--- src/rtl/swsc_pkg.sv ---
// shared constants, codes and types for the sliding window symbol counter
package swsc_pkg;

  localparam int WINDOW_MAX_DEF = 1024;
  localparam int WIDTH_RESET    = 1024;

  localparam int OP_W    = 1;
  localparam int SYM_W   = 2;
  localparam int CFG_W   = 11;
  localparam int COUNT_W = 11;

  // s_tdata carries the symbol, m_tdata the three counts, both padded to bytes
  localparam int S_DATA_W = 8;
  localparam int M_DATA_W = 40;

  localparam logic [OP_W-1:0] OP_ADVANCE = 1'b0;
  localparam logic [OP_W-1:0] OP_CLEAR   = 1'b1;

  localparam logic [SYM_W-1:0] SYM_NONE    = 2'd0;
  localparam logic [SYM_W-1:0] SYM_READ    = 2'd1;
  localparam logic [SYM_W-1:0] SYM_WRITE   = 2'd2;
  localparam logic [SYM_W-1:0] SYM_INVALID = 2'd3;

  // one request as seen by the tally update
  typedef struct packed {
    logic [OP_W-1:0]  op;
    logic [SYM_W-1:0] sym;
    logic [SYM_W-1:0] stale;
  } tally_req_t;

endpackage

--- src/rtl/swsc_tally.sv ---
// running read and write totals update and none count
module swsc_tally #(
  parameter int WINDOW_MAX = swsc_pkg::WINDOW_MAX_DEF,
  parameter int CW         = $clog2(WINDOW_MAX + 1)
) (
  input  swsc_pkg::tally_req_t req,
  input  logic [CW-1:0]        rd_total,
  input  logic [CW-1:0]        wr_total,
  input  logic [CW-1:0]        width,
  output logic [CW-1:0]        rd_total_next,
  output logic [CW-1:0]        wr_total_next,
  output logic [CW-1:0]        none_next
);
  import swsc_pkg::*;

  localparam logic [CW-1:0] TOTAL_MAX = CW'(WINDOW_MAX);

  logic [CW:0] sum;

  always_comb begin
    rd_total_next = rd_total;
    wr_total_next = wr_total;
    if (req.op == OP_CLEAR) begin
      rd_total_next = '0;
      wr_total_next = '0;
    end else if (req.sym != req.stale) begin
      // the departing symbol leaves its total, never below zero
      if (req.stale == SYM_READ) begin
        if (rd_total_next != '0) rd_total_next = rd_total_next - 1'b1;
      end else if (req.stale != SYM_NONE) begin
        if (wr_total_next != '0) wr_total_next = wr_total_next - 1'b1;
      end
      if (req.sym == SYM_READ) begin
        if (rd_total_next < TOTAL_MAX) rd_total_next = rd_total_next + 1'b1;
      end else if (req.sym != SYM_NONE) begin
        if (wr_total_next < TOTAL_MAX) wr_total_next = wr_total_next + 1'b1;
      end
    end
  end

  assign sum       = {1'b0, rd_total_next} + {1'b0, wr_total_next};
  assign none_next = (sum > {1'b0, width}) ? '0 : CW'({1'b0, width} - sum);

endmodule

--- src/rtl/sliding_window_symbol_counter.sv ---
// sliding window symbol counter: top level with window store and stream ports
// a request is registered in the write stage, then in the output register behind m_tvalid
// throughput: one request per cycle unless the output stalls, held by the read-modify-write
//   of the window store through one read and one write port, with write-stage forwarding
// reset and clear make no pass over the store: a wrap flag marks entries
//   not yet written since the last clear, which read as none
module sliding_window_symbol_counter #(
  parameter int WINDOW_MAX = swsc_pkg::WINDOW_MAX_DEF
) (
  input  logic                            clk,
  input  logic                            rst,
  input  logic                            cfg_we,
  input  logic [swsc_pkg::CFG_W-1:0]      cfg_wdata,   // window_width
  input  logic                            s_tvalid,
  output logic                            s_tready,
  input  logic [swsc_pkg::S_DATA_W-1:0]   s_tdata,     // [1:0] symbol
  input  logic [swsc_pkg::OP_W-1:0]       s_tuser,     // [0] opcode
  output logic                            m_tvalid,
  input  logic                            m_tready,
  output logic [swsc_pkg::M_DATA_W-1:0]   m_tdata      // [10:0] count_read,
                                                       // [21:11] count_write,
                                                       // [32:22] count_none
);
  import swsc_pkg::*;

  localparam int PW = (WINDOW_MAX > 1) ? $clog2(WINDOW_MAX) : 1;
  localparam int CW = $clog2(WINDOW_MAX + 1);
  localparam logic [CW-1:0] WIDTH_INIT =
    CW'((WIDTH_RESET > WINDOW_MAX) ? WINDOW_MAX : WIDTH_RESET);

  // window store
  logic [SYM_W-1:0] mem [WINDOW_MAX];
  logic [SYM_W-1:0] rd_data;
  logic             mem_we;

  // configuration and front state
  logic [CW-1:0] width;
  logic [PW-1:0] pos;
  logic          wrapped;
  logic [CW-1:0] pos_inc;

  // write stage
  logic             s1_valid;
  logic [OP_W-1:0]  s1_op;
  logic [SYM_W-1:0] s1_sym;
  logic [PW-1:0]    s1_addr;
  logic             s1_live;
  logic             fwd;
  logic [SYM_W-1:0] fwd_sym;
  logic             s1_go;

  logic [CW-1:0] read_total;
  logic [CW-1:0] write_total;
  logic [CW-1:0] rd_total_next;
  logic [CW-1:0] wr_total_next;
  logic [CW-1:0] none_next;

  logic             s_accept;
  logic [OP_W-1:0]  in_op;
  logic [SYM_W-1:0] in_sym;
  logic [SYM_W-1:0] stale_raw;
  tally_req_t       req;

  assign in_op    = s_tuser;
  assign in_sym   = (s_tdata[SYM_W-1:0] == SYM_INVALID) ? SYM_NONE : s_tdata[SYM_W-1:0];
  assign s1_go    = s1_valid && (!m_tvalid || m_tready);
  assign s_tready = !s1_valid || s1_go;
  assign s_accept = s_tvalid && s_tready;
  assign pos_inc  = CW'(pos) + 1'b1;
  assign mem_we   = s1_go && (s1_op == OP_ADVANCE);

  // configuration register; a write clears position, wrap flag, totals; a zero write is ignored
  always_ff @(posedge clk) begin
    if (rst) begin
      width <= WIDTH_INIT;
    end else if (cfg_we && (cfg_wdata != '0)) begin
      if (32'(cfg_wdata) > WINDOW_MAX) width <= CW'(WINDOW_MAX);
      else                             width <= CW'(cfg_wdata);
    end
  end

  // position and wrap flag move at acceptance, ahead of the store access
  always_ff @(posedge clk) begin
    if (rst || (cfg_we && (cfg_wdata != '0))) begin
      pos     <= '0;
      wrapped <= 1'b0;
    end else if (s_accept) begin
      if (in_op == OP_CLEAR) begin
        pos     <= '0;
        wrapped <= 1'b0;
      end else if (pos_inc >= width) begin
        pos     <= '0;
        wrapped <= 1'b1;
      end else begin
        pos <= PW'(pos_inc);
      end
    end
  end

  always_ff @(posedge clk) begin
    if (mem_we) mem[s1_addr] <= s1_sym;
    if (s_accept) rd_data <= mem[pos];
  end

  always_ff @(posedge clk) begin
    if (rst) begin
      s1_valid <= 1'b0;
    end else if (s_accept) begin
      s1_valid <= 1'b1;
    end else if (s1_go) begin
      s1_valid <= 1'b0;
    end
  end

  always_ff @(posedge clk) begin
    if (s_accept) begin
      s1_op   <= in_op;
      s1_sym  <= in_sym;
      s1_addr <= pos;
      s1_live <= wrapped;
      // the entry being written this cycle is the one being read
      fwd     <= mem_we && (s1_addr == pos);
      fwd_sym <= s1_sym;
    end
  end

  assign stale_raw = fwd ? fwd_sym : rd_data;
  assign req.op    = s1_op;
  assign req.sym   = s1_sym;
  assign req.stale = (!s1_live || (stale_raw == SYM_INVALID)) ? SYM_NONE : stale_raw;

  swsc_tally #(
    .WINDOW_MAX (WINDOW_MAX),
    .CW         (CW)
  ) u_tally (
    .req           (req),
    .rd_total      (read_total),
    .wr_total      (write_total),
    .width         (width),
    .rd_total_next (rd_total_next),
    .wr_total_next (wr_total_next),
    .none_next     (none_next)
  );

  always_ff @(posedge clk) begin
    if (rst || (cfg_we && (cfg_wdata != '0))) begin
      read_total  <= '0;
      write_total <= '0;
    end else if (s1_go) begin
      read_total  <= rd_total_next;
      write_total <= wr_total_next;
    end
  end

  // output register
  always_ff @(posedge clk) begin
    if (rst) begin
      m_tvalid <= 1'b0;
    end else if (s1_go) begin
      m_tvalid <= 1'b1;
    end else if (m_tready) begin
      m_tvalid <= 1'b0;
    end
  end

  always_ff @(posedge clk) begin
    if (s1_go) begin
      m_tdata <= {(M_DATA_W - 3 * COUNT_W)'(0), COUNT_W'(none_next),
                  COUNT_W'(wr_total_next), COUNT_W'(rd_total_next)};
    end
  end

  // forwarding never arms when the write stage was empty at acceptance
  a_fwd_needs_stage: assert property (@(posedge clk) disable iff (rst)
    (s_accept && !s1_valid) |=> !fwd)
    else $error("forward flag set with empty write stage");

  // totals stay within the window
  a_totals_bound: assert property (@(posedge clk) disable iff (rst)
    ({1'b0, read_total} + {1'b0, write_total}) <= {1'b0, width})
    else $error("read and write totals exceed window width");

  a_pos_bound: assert property (@(posedge clk) disable iff (rst)
    CW'(pos) < width)
    else $error("write position beyond window width");

  a_clear_zeroes: assert property (@(posedge clk) disable iff (rst)
    (s1_go && (s1_op == OP_CLEAR)) |=> (read_total == '0) && (write_total == '0))
    else $error("totals not zero after clear request");

  a_ready_when_empty: assert property (@(posedge clk) disable iff (rst)
    !s1_valid |-> s_tready)
    else $error("input stalled with empty write stage");

endmodule

--- config.mk ---
export PLATFORM = sky130hd
export DESIGN_NAME = sliding_window_symbol_counter
export DESIGN_NICKNAME = d
export VERILOG_FILES = /design/src/rtl/swsc_pkg.sv /design/src/rtl/swsc_tally.sv /design/src/rtl/sliding_window_symbol_counter.sv
export SDC_FILE = /design/constraint.sdc
export NUM_CORES = 2
export LEC_CHECK = 0
export BUFFER_PORTS_ARGS = -buffer_cell sky130_fd_sc_hd__buf_4
export CORE_ASPECT_RATIO = 1.2
export CORE_MARGIN = 5
export CORE_UTILIZATION = 57
export CTS_CLUSTER_SIZE = 16
export DETAILED_ROUTE_END_ITERATION = 16
export PLACE_DENSITY = 0.76
export SYNTH_ARGS = -nofsm -noshare
export SYNTH_HDL_FRONTEND = slang
export SYNTH_HIERARCHICAL = 1
export SYNTH_SLANG_ARGS = --single-unit
--- constraint.sdc ---
create_clock -name clk -period 17.7 [get_ports clk]
set_clock_uncertainty 0.2 [all_clocks]
set_input_delay 3.54 -clock clk [delete_from_list [all_inputs] [get_ports clk]]
set_output_delay 3.54 -clock clk [all_outputs]
set_load 0.05 [all_outputs]
==> flow_metrics.py <==
metrics = {
    "clocking": {
        "htreeDepth": 4,
        "clock_sinks": 2146,
        "clk_latency_ns": 0.84,
        "postCtsHoldBufs": 0,
        "cts_tree": "yes",
        "post-cts-setup-buffers": 0,
        "path_clk_slew_ns": 0.06,
        "clk_path_buf_depth": 3,
        "clockRootBuffer": "clkbuf_16",
        "cts_buffers": 190,
        "cts_resized": 0,
    },
    "timing": {
        "tightest_slew_ns": 1.31,
        "setup-violations-final": 0,
        "slew_headroom": 0.125,
        "clock.fmax_mhz": 126,
        "finalCritPeriodShare": 0.447,
        "grt_setup_unrepaired": "no",
        "fin_crit_ns": 7.92,
        "drv_slew": 0,
        "hold_viol": 0,
        "hold_ws_ns": 0.248,
    },
    "finish": {
        "postLayoutCellArea_um2": 98600,
        "final-seq-area_um2": 64000,
        "layout-drive-gt1-share": 0.190,
        "multi_input_area_um2": 24200,
        "syn2layout_area_growth_pct": 9.09,
        "final_nets": 5472,
        "n_fill_cell": 10810,
        "stdcell_count": 7673,
    },
    "routing": {
        "remaining_drc_errors": 0,
        "via_per_inst": 6.61,
        "via_count": 50682,
        "drtPass1Iterations": 6,
        "ant_nets": 0,
        "wl_per_cell_um": 30.0,
        "totalWireLength_um": 230000,
        "drt_iter0_markers": 7022,
    },
    "logic_synthesis": {
        "synth_edf_count": 2100,
        "yosys-top-cells-area": "edfxtp_1 70%, mux4_2 13%, nor2_1 4.6%",
        "seq_area_frac_synth": 0.708,
        "syn-instance-count": 5462,
        "synthArstFlopShare": 0,
        "ys_ff_latch": 2146,
        "ys.flop_type": "edfxtp_1",
        "synth.most_common_cell": "edfxtp_1",
        "netlist_top_cells_count": "2,100 x edfxtp_1, 1,118 x nor2_1, 508 x mux4_2",
        "netlist_area_um2": 90400,
        "avgSynthCellArea_um2": 16.6,
        "synth.distinct_cells": 91,
        "synth_top_area_frac": 0.698,
        "yosysTopAreaCell": "edfxtp_1",
        "yosysWarnings": 6,
    },
    "critical_path": {
        "r2r_start": "fwd$_DFFE_PP_",
        "crit_path_frequent_cell": "buf_4",
        "crit_chain": "buf_4 > nor2b_1 > nand2_1 > buf_4",
        "reg2reg_setup_slack_ns": 10.75,
        "reg2reg_depth": 23,
        "crit_fanout": 4,
        "endpoint_kind": "output port",
        "worst_setup_path_start_kind": "input pin",
        "critPathKind": "in2out",
        "r2r-end": "m_tdata[32]$_DFFE_PP_",
        "slowest_stage": "nor2b_1",
        "crit_buf_inv": 2,
        "crit_arrival_ns": 4.18,
        "crit_required_ns": 13.96,
        "cp_top_family": "simple AND/OR/NAND/NOR gates",
        "max_stage_delay_ns": 0.22,
    },
    "pwr": {
        "peakVddDrop_uv": 115,
        "p_leak_nw": 29.3,
        "powerDensity_nw_per_um2": 101,
        "power_mw": 10.0,
    },
    "floorplan": {
        "die_area_um2": 167000,
        "start_util": 0.572,
        "core_region_area_um2": 158000,
        "die_w_um": 374,
        "die_h_um": 446,
        "io_pins": 67,
        "fp-row-count": 160,
    },
    "worst_hold_path": {
        "hp-class": "reg2reg",
        "min_from": "wrapped$_SDFFE_PP0P_",
        "hold_depth": 0,
        "hold_end": "s1_live$_DFFE_PP_",
    },
    "run": {
        "cap_violations": 0,
    },
    "place": {
        "port_buffers": 53,
        "dp.cells": 7310,
        "placed_area_um2": 92400,
        "dp.final_hpwl_um": 130000,
        "place_congestion": 0.884,
    },
    "global_route": {
        "grt_max_degree": 240,
        "grt_pass1_wl_um": 336000,
        "antenna_found_initial": 3,
        "grt_pass1_vias": 51212,
        "grt_use_total": 0.275,
        "grt_remaining_overflow": 0,
    },
    "run_status": {
        "status": "complete, no violations",
    },
}
-- cell usage in the layout, fill, tap and decap left out, drive strengths merged, types with 9 or more instances in the layout --
cell / instances
edfxtp: 2100
xor2: 11
nand4: 21
bufinv: 17
nand2: 235
dfxtp: 46
inv: 62
nor3b: 11
nor4: 19
nor2: 1119
mux2i: 149
a211oi: 13
or3: 19
nor2b: 24
buf: 168
or4: 11
a22o: 13
a21o: 13
a221o: 11
o211ai: 11
clkinvlp: 9
ha: 49
nand3: 47
clkbuf: 224
mux4: 508
mux2: 11
a21oi: 91
a31oi: 20
o21ai: 82
a221oi: 44
a22oi: 53
clkinv: 104
nor3: 44
or2: 12
xnor2: 39
nand2b: 18
-- power by group --
| group | switching, mW | total (mW) | internal [mW] |
|---|---|---|---|
| sequential | 0.00790 | 5.61 | 5.60 |
| combinational | 0.209 | 0.299 | 0.0903 |
| clock | 1.81 | 4.10 | 2.29 |
| total | 2.02 | 10.0 | 7.98 |
-- state kept, by name (all words and copies together), names as in the netlist --
name	cells
s1_valid	1
m_tvalid	1
mem	2048
s1_op	1
rd_data	2
pos	10
s1_addr	10
fwd	1
m_tdata	33
s1_live	1
write_total	11
wrapped	1
fwd_sym	2
width	11
s1_sym	2
read_total	11
-- kinds of logic after synthesis --
logic type | Yosys count | synth area share
DFF | 2146 | 0.708
and+or+nand+nor | 1612 | 0.0742
muxes | 668 | 0.144
buffers and inverters | 490 | 0.0265
AOI/OAI and AO/OA | 444 | 0.0350
adders and majority gates | 51 | 0.00722
xor gates and xnor gates | 50 | 0.00484
other | 1 | 0.0000415
-- worst max path at each step --
stage                       startpoint                     to  slack, ns  cells past startpoint
4_1_cts                       m_tready               s_tready       9.79                      4
5_1_grt                       m_tready  mem[468][1]$_DFFE_PP_       9.61                     10
3_3_place_gp                  m_tready  mem[148][0]$_DFFE_PP_       9.22                     10
6_report                      m_tready               s_tready       9.78                      4
3_5_place_dp                  m_tready  mem[148][1]$_DFFE_PP_       9.10                     10
2_1_floorplan  s1_sym[1]$_SDFFCE_PN0P_  m_tdata[29]$_DFFE_PP_      -0.69                     20
-- per-stage QoR --
stage          utilization  setup TNS [ns]  setup WS, ns
3_3_place_gp         0.585               0          9.22
5_1_grt              0.624               0          9.61
4_1_cts              0.624               0          9.79
2_1_floorplan            -           -6.64        -0.690
6_report             0.624               0          9.78
3_5_place_dp         0.585               0          9.10
-- layer usage --
layer | up-vias | routed length [um] | track usage
li1 | 21013 | - | -
met4 | 4 | 14100 | 0.149
met5 | - | 31 | 0
met3 | 629 | 24600 | 0.0570
met2 | 3131 | 114000 | 0.459
met1 | 25905 | 77000 | 0.342
-- layout make-up --
cell class | count | area share
clock inverter | 134 | 0.0111
multi-input combinational | 2832 | 0.245
inverter | 58 | 0.00226
clock buffer | 224 | 0.0514
tap | 2106 | 0.0267
antenna | 5 | 0.000127
sequential | 2146 | 0.649
timing repair buffer | 168 | 0.0141
Power figures use the tool's default switching activity.
